===== config.mk =====
export PLATFORM = sky130hd
export DESIGN_NAME = integer_alu_with_modpow
export DESIGN_NICKNAME = d
export VERILOG_FILES = /design/src/ialu_pkg.sv /design/src/integer_alu_with_modpow.sv /design/src/ialu_ctrl.sv /design/src/ialu_dp.sv
export SDC_FILE = /design/constraint.sdc
export NUM_CORES = 2
export LEC_CHECK = 0
export ABC_AREA = 1
export BUFFER_PORTS_ARGS = -buffer_cell sky130_fd_sc_hd__clkbuf_2
export CORE_ASPECT_RATIO = 0.5
export CORE_UTILIZATION = 50
export CTS_BUF_LIST = sky130_fd_sc_hd__clkbuf_4 sky130_fd_sc_hd__clkbuf_8
export CTS_CLUSTER_DIAMETER = 120
export DETAILED_ROUTE_END_ITERATION = 10
export MAX_ROUTING_LAYER = met4
export PLACE_DENSITY = 0.66
export SYNTH_ARGS = -nofsm -noshare
export SYNTH_HDL_FRONTEND = slang
export SYNTH_SLANG_ARGS = --single-unit

===== constraint.sdc =====
create_clock -name i_clk -period 12.1 [get_ports i_clk]
set_input_delay 3.63 -clock i_clk [delete_from_list [all_inputs] [get_ports i_clk]]
set_output_delay 3.63 -clock i_clk [all_outputs]
set_load 0.02 [all_outputs]

===== src/ialu_pkg.sv =====
`timescale 1ns / 1ps
`default_nettype none
package ialu_pkg;
    localparam int DataWidthDefault = 32;
    localparam int ReqTypeWidth = 4;

    typedef enum logic [3:0] {
        OP_ADD = 4'd0, OP_SUB = 4'd1, OP_MUL = 4'd2, OP_DIV = 4'd3, OP_REM = 4'd4,
        OP_POW = 4'd5, OP_AND = 4'd6, OP_OR = 4'd7, OP_XOR = 4'd8, OP_NOT = 4'd9
    } t_op;

    // controller -> datapath
    typedef struct packed {
        logic load;       // capture operands and opcode
        logic step;       // one iteration of div / pow
        logic pow_mul;    // pow: phase 1 of an iteration (acc * sq)
        logic finish;     // form result
    } t_cmd;

    // datapath -> controller
    typedef struct packed {
        logic iterative;  // opcode needs the shared loop
        logic last;       // final iteration reached
    } t_status;
endpackage
`default_nettype wire


===== src/integer_alu_with_modpow.sv =====
`timescale 1ns / 1ps
`default_nettype none
// Unsigned integer ALU: add, sub, mul, div, rem, pow mod 2^(W-1), and, or, xor, not.
// Usage: drive i_req_type, i_operand_a, i_operand_b and raise start while busy is
// low; the request transfers on that edge and busy rises.
// The result appears on o_result / o_status, marked by o_valid for exactly
// one cycle. The receiver cannot stall; it must take the result in that cycle.
// States from transfer to o_valid (o_valid is registered from done):
//   add, sub, mul, logic ops: decode, then done.
//   div, rem, pow: decode, then per operand bit a multiply phase and a
//   step of the shared multiplier / subtractor, then done. For pow one
//   phase forms acc*sq, the next squares; div uses restoring shift-subtract.
// One request at a time: busy is low during the o_valid cycle, so the next
// request can transfer at the edge that ends it.
// Divide or remainder by zero gives result 0 with status 1.
// Reset (synchronous, active low) returns the controller to idle and
// drops o_valid; no request in flight survives it.
module integer_alu_with_modpow #(
    parameter int DATA_WIDTH = ialu_pkg::DataWidthDefault
) (
    input  wire logic                              i_clk,
    input  wire logic                              i_rst_n,
    input  wire logic                              start,
    output logic                                   busy,
    input  wire logic [ialu_pkg::ReqTypeWidth-1:0] i_req_type,
    input  wire logic [DATA_WIDTH-1:0]             i_operand_a,
    input  wire logic [DATA_WIDTH-1:0]             i_operand_b,
    output logic                                   o_valid,
    output logic [DATA_WIDTH-1:0]                  o_result,
    output logic                                   o_status
);
    import ialu_pkg::*;

    t_cmd    cmd;
    t_status status;

    ialu_ctrl u_ctrl (
        .i_clk   (i_clk),
        .i_rst_n (i_rst_n),
        .start   (start),
        .busy    (busy),
        .i_status(status),
        .o_cmd   (cmd),
        .o_valid (o_valid)
    );

    ialu_dp #(.DATA_WIDTH(DATA_WIDTH)) u_dp (
        .i_clk      (i_clk),
        .i_cmd      (cmd),
        .i_req_type (i_req_type),
        .i_operand_a(i_operand_a),
        .i_operand_b(i_operand_b),
        .o_status   (status),
        .o_result   (o_result),
        .o_err      (o_status)
    );
endmodule
`default_nettype wire


===== src/ialu_ctrl.sv =====
`timescale 1ns / 1ps
`default_nettype none
module ialu_ctrl (
    input  wire logic              i_clk,
    input  wire logic              i_rst_n,
    input  wire logic              start,
    output logic                   busy,
    input  wire ialu_pkg::t_status i_status,
    output ialu_pkg::t_cmd         o_cmd,
    output logic                   o_valid
);
    import ialu_pkg::*;

    typedef enum logic [4:0] {
        S_IDLE  = 5'b00001,
        S_DECODE = 5'b00010,
        S_MULA  = 5'b00100,
        S_STEP  = 5'b01000,
        S_DONE  = 5'b10000
    } t_state;

    t_state r_state, n_state;

    always_comb begin
        n_state = r_state;
        o_cmd = '0;
        unique case (r_state)
            S_IDLE: begin
                if (start) begin
                    o_cmd.load = 1'b1;
                    n_state = S_DECODE;
                end
            end
            S_DECODE: begin
                n_state = i_status.iterative ? S_MULA : S_DONE;
            end
            S_MULA: begin
                o_cmd.pow_mul = 1'b1;
                n_state = S_STEP;
            end
            S_STEP: begin
                o_cmd.step = 1'b1;
                n_state = i_status.last ? S_DONE : S_MULA;
            end
            S_DONE: begin
                o_cmd.finish = 1'b1;
                n_state = S_IDLE;
            end
            default: n_state = S_IDLE;
        endcase
    end

    always_ff @(posedge i_clk) begin
        if (!i_rst_n) begin
            r_state <= S_IDLE;
            o_valid <= 1'b0;
        end else begin
            r_state <= n_state;
            o_valid <= o_cmd.finish;
        end
    end

    assign busy = (r_state != S_IDLE);
endmodule
`default_nettype wire


===== src/ialu_dp.sv =====
`timescale 1ns / 1ps
`default_nettype none
module ialu_dp #(
    parameter int DATA_WIDTH = ialu_pkg::DataWidthDefault
) (
    input  wire logic                             i_clk,
    input  wire ialu_pkg::t_cmd                   i_cmd,
    input  wire logic [ialu_pkg::ReqTypeWidth-1:0] i_req_type,
    input  wire logic [DATA_WIDTH-1:0]            i_operand_a,
    input  wire logic [DATA_WIDTH-1:0]            i_operand_b,
    output ialu_pkg::t_status                     o_status,
    output logic [DATA_WIDTH-1:0]                 o_result,
    output logic                                  o_err
);
    import ialu_pkg::*;

    localparam int CntW = $clog2(DATA_WIDTH);
    localparam int PW = DATA_WIDTH - 1;

    t_op                   r_op;
    logic [DATA_WIDTH-1:0] r_a, r_b;
    logic [DATA_WIDTH-1:0] r_q;        // quotient / exponent shifter
    logic [DATA_WIDTH-1:0] r_rem;      // partial remainder / pow accumulator
    logic [DATA_WIDTH-1:0] r_sq;       // pow square
    logic [CntW-1:0]       r_cnt;
    logic [DATA_WIDTH-1:0] r_mul;      // product register

    // one shared multiplier; operand choice depends on opcode and pow phase
    logic [DATA_WIDTH-1:0] mul_x, mul_y;
    logic [2*DATA_WIDTH-1:0] mul_full;
    logic [DATA_WIDTH:0]   trial;
    logic [DATA_WIDTH:0]   shifted;
    logic [DATA_WIDTH-1:0] logic_res;
    logic                  is_div;

    assign is_div = (r_op == OP_DIV) || (r_op == OP_REM);

    always_comb begin
        if (r_op == OP_POW) begin
            mul_x = i_cmd.pow_mul ? r_rem : r_sq;
            mul_y = i_cmd.pow_mul ? r_sq  : r_sq;
        end else begin
            mul_x = r_a;
            mul_y = r_b;
        end
    end
    assign mul_full = mul_x * mul_y;

    assign shifted = {r_rem, r_q[DATA_WIDTH-1]};
    assign trial   = shifted - {1'b0, r_b};

    always_comb begin
        unique case (r_op)
            OP_ADD:  logic_res = r_a + r_b;
            OP_SUB:  logic_res = r_a - r_b;
            OP_MUL:  logic_res = r_mul;
            OP_AND:  logic_res = r_a & r_b;
            OP_OR:   logic_res = r_a | r_b;
            OP_XOR:  logic_res = r_a ^ r_b;
            OP_NOT:  logic_res = ~r_a;
            default: logic_res = '0;
        endcase
    end

    assign o_status.iterative = is_div || (r_op == OP_POW);
    assign o_status.last = (r_cnt == CntW'(DATA_WIDTH - 1));

    always_ff @(posedge i_clk) begin
        if (i_cmd.load) begin
            r_op  <= t_op'(i_req_type);
            r_a   <= i_operand_a;
            r_b   <= i_operand_b;
            r_cnt <= '0;
        end else begin
            // product register used for mul and pow
            r_mul <= mul_full[DATA_WIDTH-1:0];
            if (!i_cmd.step && !i_cmd.pow_mul && !i_cmd.finish) begin
                // idle and decode cycles: seed the loop
                if (r_op == OP_POW) begin
                    r_rem <= DATA_WIDTH'(1);
                    r_sq  <= {1'b0, r_a[PW-1:0]};
                    r_q   <= r_b;
                end else begin
                    r_rem <= '0;
                    r_q   <= r_a;
                end
            end
            if (i_cmd.step) begin
                r_cnt <= r_cnt + 1'b1;
                if (r_op == OP_POW) begin
                    if (r_q[0]) r_rem <= {1'b0, r_mul[PW-1:0]};
                    r_sq <= {1'b0, mul_full[PW-1:0]};
                    r_q  <= r_q >> 1;
                end else begin
                    if (!trial[DATA_WIDTH]) r_rem <= trial[DATA_WIDTH-1:0];
                    else r_rem <= shifted[DATA_WIDTH-1:0];
                    r_q <= {r_q[DATA_WIDTH-2:0], ~trial[DATA_WIDTH]};
                end
            end
            if (i_cmd.finish) begin
                o_err <= 1'b0;
                if (is_div) begin
                    if (r_b == '0) begin
                        o_result <= '0;
                        o_err <= 1'b1;
                    end else begin
                        o_result <= (r_op == OP_DIV) ? r_q : r_rem;
                    end
                end else if (r_op == OP_POW) begin
                    o_result <= r_rem;
                end else begin
                    o_result <= logic_res;
                end
            end
        end
    end
endmodule
`default_nettype wire

---- Yosys cells after proc, flatten, opt, wreduce, memory -nomap -nowiden ----
Index checks and enable logic that the tools add are counted.
operators by class
  add/sub/neg operators ................... 4
  multipliers ............................. 1
  eq/ne operators ......................... 17
  muxes and demuxes ....................... 32
  bitwise logic cells ..................... 6
  reductions and logical operators ........ 12
operators with widths
  operator                                                count
  2-to-1 mux 32 bit                                       20
  case mux 32 bit (7 select lines)                        1
  subtractor 33 x 32 -> 33 bit                            1
  adder 32 bit                                            1
  AND 32 bit                                              1
  logical NOT 32 bit                                      1
  multiplier 32 x 32 -> 32 bit                            1
  inverter 32 bit                                         1
  bitwise OR 32 bit                                       1
  subtractor 32 bit                                       1
  bitwise XOR 32 bit                                      1
  case mux 5 bit (4 select lines)                         1
  equality test 4 x 3 -> 1 bit (second input constant)    4
  2-to-1 mux 5 bit                                        3
  equality test 5 bit (second input constant)             2
  equality test 4 x 2 -> 1 bit (second input constant)    2
  equality test 4 bit (second input constant)             2
  2-to-1 mux 1 bit                                        7
  adder 5 x 1 -> 5 bit (second input constant)            1
  equality test 5 x 1 -> 1 bit (second input constant)    1
  equality test 5 x 2 -> 1 bit (second input constant)    1
  equality test 5 x 3 -> 1 bit (second input constant)    1
  equality test 5 x 4 -> 1 bit (second input constant)    1
  inequality test 5 x 1 -> 1 bit (second input constant)  1
  9 further kinds                                         15
word-level totals
  register bits after elaboration ......... 240
  input port bits ......................... 71
  output and inout bits ................... 35
  logic and storage cells ................. 84

---- Logic depth before layout (Yosys ltp) ----
  depth after elaboration ................. 9
  depth in mapped cells ................... 39
  depth with buffers taken out ............ 37

---- Modules after synthesis ----
From an unflattened synthesis, not the netlist that was laid out.
second synthesis, totals
  cells, all modules ...................... 4294
  area, all modules ....................... 33896.3 um2
modules (own cells, without submodules)
  module     times used  cells each  area each (um2)  sequential area each (um2)
  ialu_dp    1           4246        33567.2          6976.7
  ialu_ctrl  1           48          329.1            120.1

---- Least setup slack after synthesis ----
OpenSTA, ideal clock, no wires.
  path type ............................... input -> register
  start ................................... input port start
  end ..................................... register u_dp.r_mul[0], enable pin
  library setup time ...................... 0.685 ns
  data arrival time ....................... 9.876 ns
  required time ........................... 11.415 ns
  setup slack ............................. 1.539 ns
  cell stages on the path ................. 3
  path buffers ............................ 0
  path through ............................ inv_1 > nor2_1 > inv_1
RTL lines
  element                 line                           source
  start: declaration      integer_alu_with_modpow.sv:23  input wire logic start,
  end signal: assignment  ialu_dp.sv:76                  r_mul <= mul_full[DATA_WIDTH-1:0];
  end: declaration        ialu_dp.sv:26                  logic [DATA_WIDTH-1:0] r_mul;

---- Worst setup path in the final report ----
  start ................................... register u_ctrl.r_state[4]
  end ..................................... register u_dp.r_sq[28] (data pin)
between the ends
  elaborated cells between the ends (all ways) .. 17
  classes of those cells .................. mul (1); eq/ne (3); mux (8); reduce/logical (5)
RTL lines
  element                       line             source
  start: declaration            ialu_ctrl.sv:22  t_state r_state, n_state;
  start signal: assignment      ialu_ctrl.sv:58  r_state <= n_state;
  equality test 5 x 3 -> 1 bit  ialu_ctrl.sv:27  unique case (r_state)
  2-to-1 mux 1 bit              ialu_ctrl.sv:27
  2-to-1 mux 32 bit             ialu_dp.sv:40    mul_x = i_cmd.pow_mul ? r_rem : r_sq;
  2-to-1 mux 32 bit             ialu_dp.sv:39    if (r_op == OP_POW) begin
  multiplier 32 x 32 -> 32 bit  ialu_dp.sv:47    assign mul_full = mul_x * mul_y;
  named net u_dp.mul_full[28]   ialu_dp.sv:30    logic [2*DATA_WIDTH-1:0] mul_full;
  2-to-1 mux 32 bit             ialu_dp.sv:90    if (r_op == OP_POW) begin
  2-to-1 mux 32 bit             ialu_dp.sv:88    if (i_cmd.step) begin
  end signal: assignment        ialu_dp.sv:81    r_sq <= {1'b0, r_a[PW-1:0]};
  end signal: assignment        ialu_dp.sv:92    r_sq <= {1'b0, mul_full[PW-1:0]};
  end: declaration              ialu_dp.sv:24    logic [DATA_WIDTH-1:0] r_sq;
The timed path passes the listed nets, and every way through them passes these cells.
A chain may end at the register's enable or synchronous reset.

==> metrics <==
slowest cell delay on critical path=0.84 ns; CTS sink cnt=240; placed instance area=35500 µm²; Synth Net Count=5043; ys flop type=edfxtp_1; routability cong.=1.05; Post-Synthesis Cells=4309; final instance area=36400 µm²; die height=187 µm; drt first pass iters=6; Buffers on Ports=105; synth-to-layout area growth=6.76%; f_max=100 MHz; syn avg cell area=7.92 µm²; sequential fraction of the synthesis area=20.8%; core area=67200 µm²; Post-synth EDFFs=229; wire per inst=26.8 µm; # resized after CTS=0; CP max stage cell=nand3_2; Fill cells=6495; post-route DRC violation count=0; Worst Tran Pin Value=1.14 ns; initial antenna violation count=2; yosys warns=0; Setup Viol. Count Final=0; Slew HR=23.9%; #FFs+latches synth=240; Max Transition Viols Final=0; Critical R2R Launch=u_ctrl.r_state[4]$_SDFFE_PN0P_; Final ANT Viol Nets=0; RSZ-0062 raised after global routing=no; detailed router's first-iteration violation count=4667; CTS buffer count=44; Yosys cell types=59; Critical path origin=u_ctrl.r_state[4]$_SDFFE_PN0P_; CTS clk-pin slew, worst paths=0.06 ns; CTS tree=yes; ratio of cells with drive above 1 in the final layout=7.20%; clk_skew=0.0452 ns; Detail Placement HPWL=111 mm; beginning of the worst hold path=u_dp.r_cnt[4]$_SDFFE_PP0P_; largest net degree at the start of global routing=93; Nets=5088; WP data arrival=10.37 ns; total wire length=142 mm; Site Rows=67; hold crit path type=reg -> reg; post-synthesis async set-or-reset flop share=0%; ranking of synthesized cells by area=fa_1, edfxtp_1, ha_1; clk buf depth=3; H-tree lvl count=2; CP startpoint kind=register; setup_tns=0 ns; final worst path period share=82.5%; Critical Path RT=12.49 ns; vias in the first global route=30700; chip width=371 µm; total grt overflow=0; crit end category=register; I/O pin count=106; Hold Buf Count CTS=0; insertion delay to the later sink of the worst-skew pair=0.66 ns; fin crit period=9.98 ns; Initial Utilization=50.8%; count leader, synth=inv_1; GRT Util Overall=42.0%; Post-Syn Area=34100 µm²; Max-Cap Viols=0; first-pass GRT wire length=204 mm; DR vias=32000; area leader, netlist=fa_1; vias per inst=6.06; root buf cell=clkbuf_8; Hold Fails Final Rpt=0; hold slack=0.469 ns; CP Max Fanout=40; post-CTS setup buffer count=0; die area=69400 µm²; status=finished clean; Crit Path Category=reg -> reg; r2r setup slk=2.12 ns; cell mode on critical path=fa_1; top cells by count, synth=inv_1, nand2_1, nor2_1; area share of the largest cell type after synthesis=24.1%
==> cell type report <==
class                           instances  area [µm²]  share of cell area, %
Antenna cell                            2        5.00                 0.0137
Clock buffer                           58         723                   1.98
Clock inverter                         20         166                  0.457
Inverter                              847        3180                   8.73
Multi-Input combinational cell       3064       23200                   63.7
Sequential cell                       240        7100                   19.5
Tap cell                              897        1120                   3.08
Timing Repair Buffer                  157         928                   2.55
==> worst max-delay path, delay by kind of cell (launching register included) <==
kind | cells | cell delay [ns]
AND/OR/NAND/NOR | 9 | 2.41
XOR/XNOR | 1 | 0.19
adder cells (fa/ha/maj) | 9 | 4.52
AO/OA/AOI/OAI | 2 | 1.21
flip-flops | 1 | 0.31
buffers and inverters | 7 | 1.04
==> per-stage QoR <==
step	instances	setup slack [ns]	util (%)
2_1_floorplan	4309	1.54	-
3_3_place_gp	5205	2.35	52.9
3_5_place_dp	5205	2.26	52.9
4_1_cts	5283	2.24	54.2
5_1_grt	5284	1.69	54.2
6_report	5285	2.12	54.2
==> cells by family after synthesis <==
family                   synth area share, %
XOR/XNOR                                2.52
buffers and inverters                   11.4
AND/OR/NAND/NOR                         18.2
adder cells (fa/ha/maj)                 33.3
flip-flops                              20.8
AO/OA/AOI/OAI                           13.7
==> placed cells by master, fill, tap and decap left out, drive strengths merged, types with 13 or more instances in the layout <==
cell type / count
o21bai: 15
nand4: 26
a211oi: 19
xnor2: 32
o2111ai: 28
edfxtp: 229
clkbuf: 163
a221oi: 16
ha: 253
a31oi: 49
inv: 835
nand2: 834
o221ai: 27
a21boi: 20
clkinv: 28
nand3b: 13
xor2: 66
fa: 410
nand3: 123
a21oi: 199
buf: 52
nor2: 487
nor3: 28
o211ai: 33
o21ai: 318
==> final timing paths <==
check | to | cells after the start
setup reg to reg | u_dp.r_sq[28]$_DFFE_PN_ | 28
hold reg to reg | u_dp.r_cnt[4]$_SDFFE_PP0P_ | 2
hold / removal | u_dp.r_cnt[4]$_SDFFE_PP0P_ | 2
setup / recovery | u_dp.r_sq[28]$_DFFE_PN_ | 28
==> per-layer routing <==
metal / up-vias / wire length [µm] / track usage, %
met1: 15800 / 60500 / 60.8
met4: 0 / 4500 / 12.1
met5: - / 0 / -
li1: 13900 / - / -
met3: 293 / 20100 / 12.0
met2: 2068 / 56700 / 56.4
==> state kept, by name (all words and copies together) (netlist names), named ones only <==
register        count
u_ctrl.o_valid      1
u_ctrl.r_state      5
u_dp.o_err          1
u_dp.o_result      32
u_dp.r_a           32
u_dp.r_b           32
u_dp.r_cnt          5
u_dp.r_mul         32
u_dp.r_op           4
u_dp.r_q           32
u_dp.r_rem         32
u_dp.r_sq          31
Power is not shown: default switching activity piles up to over one toggle a cycle in this logic, so the estimate is an artifact.
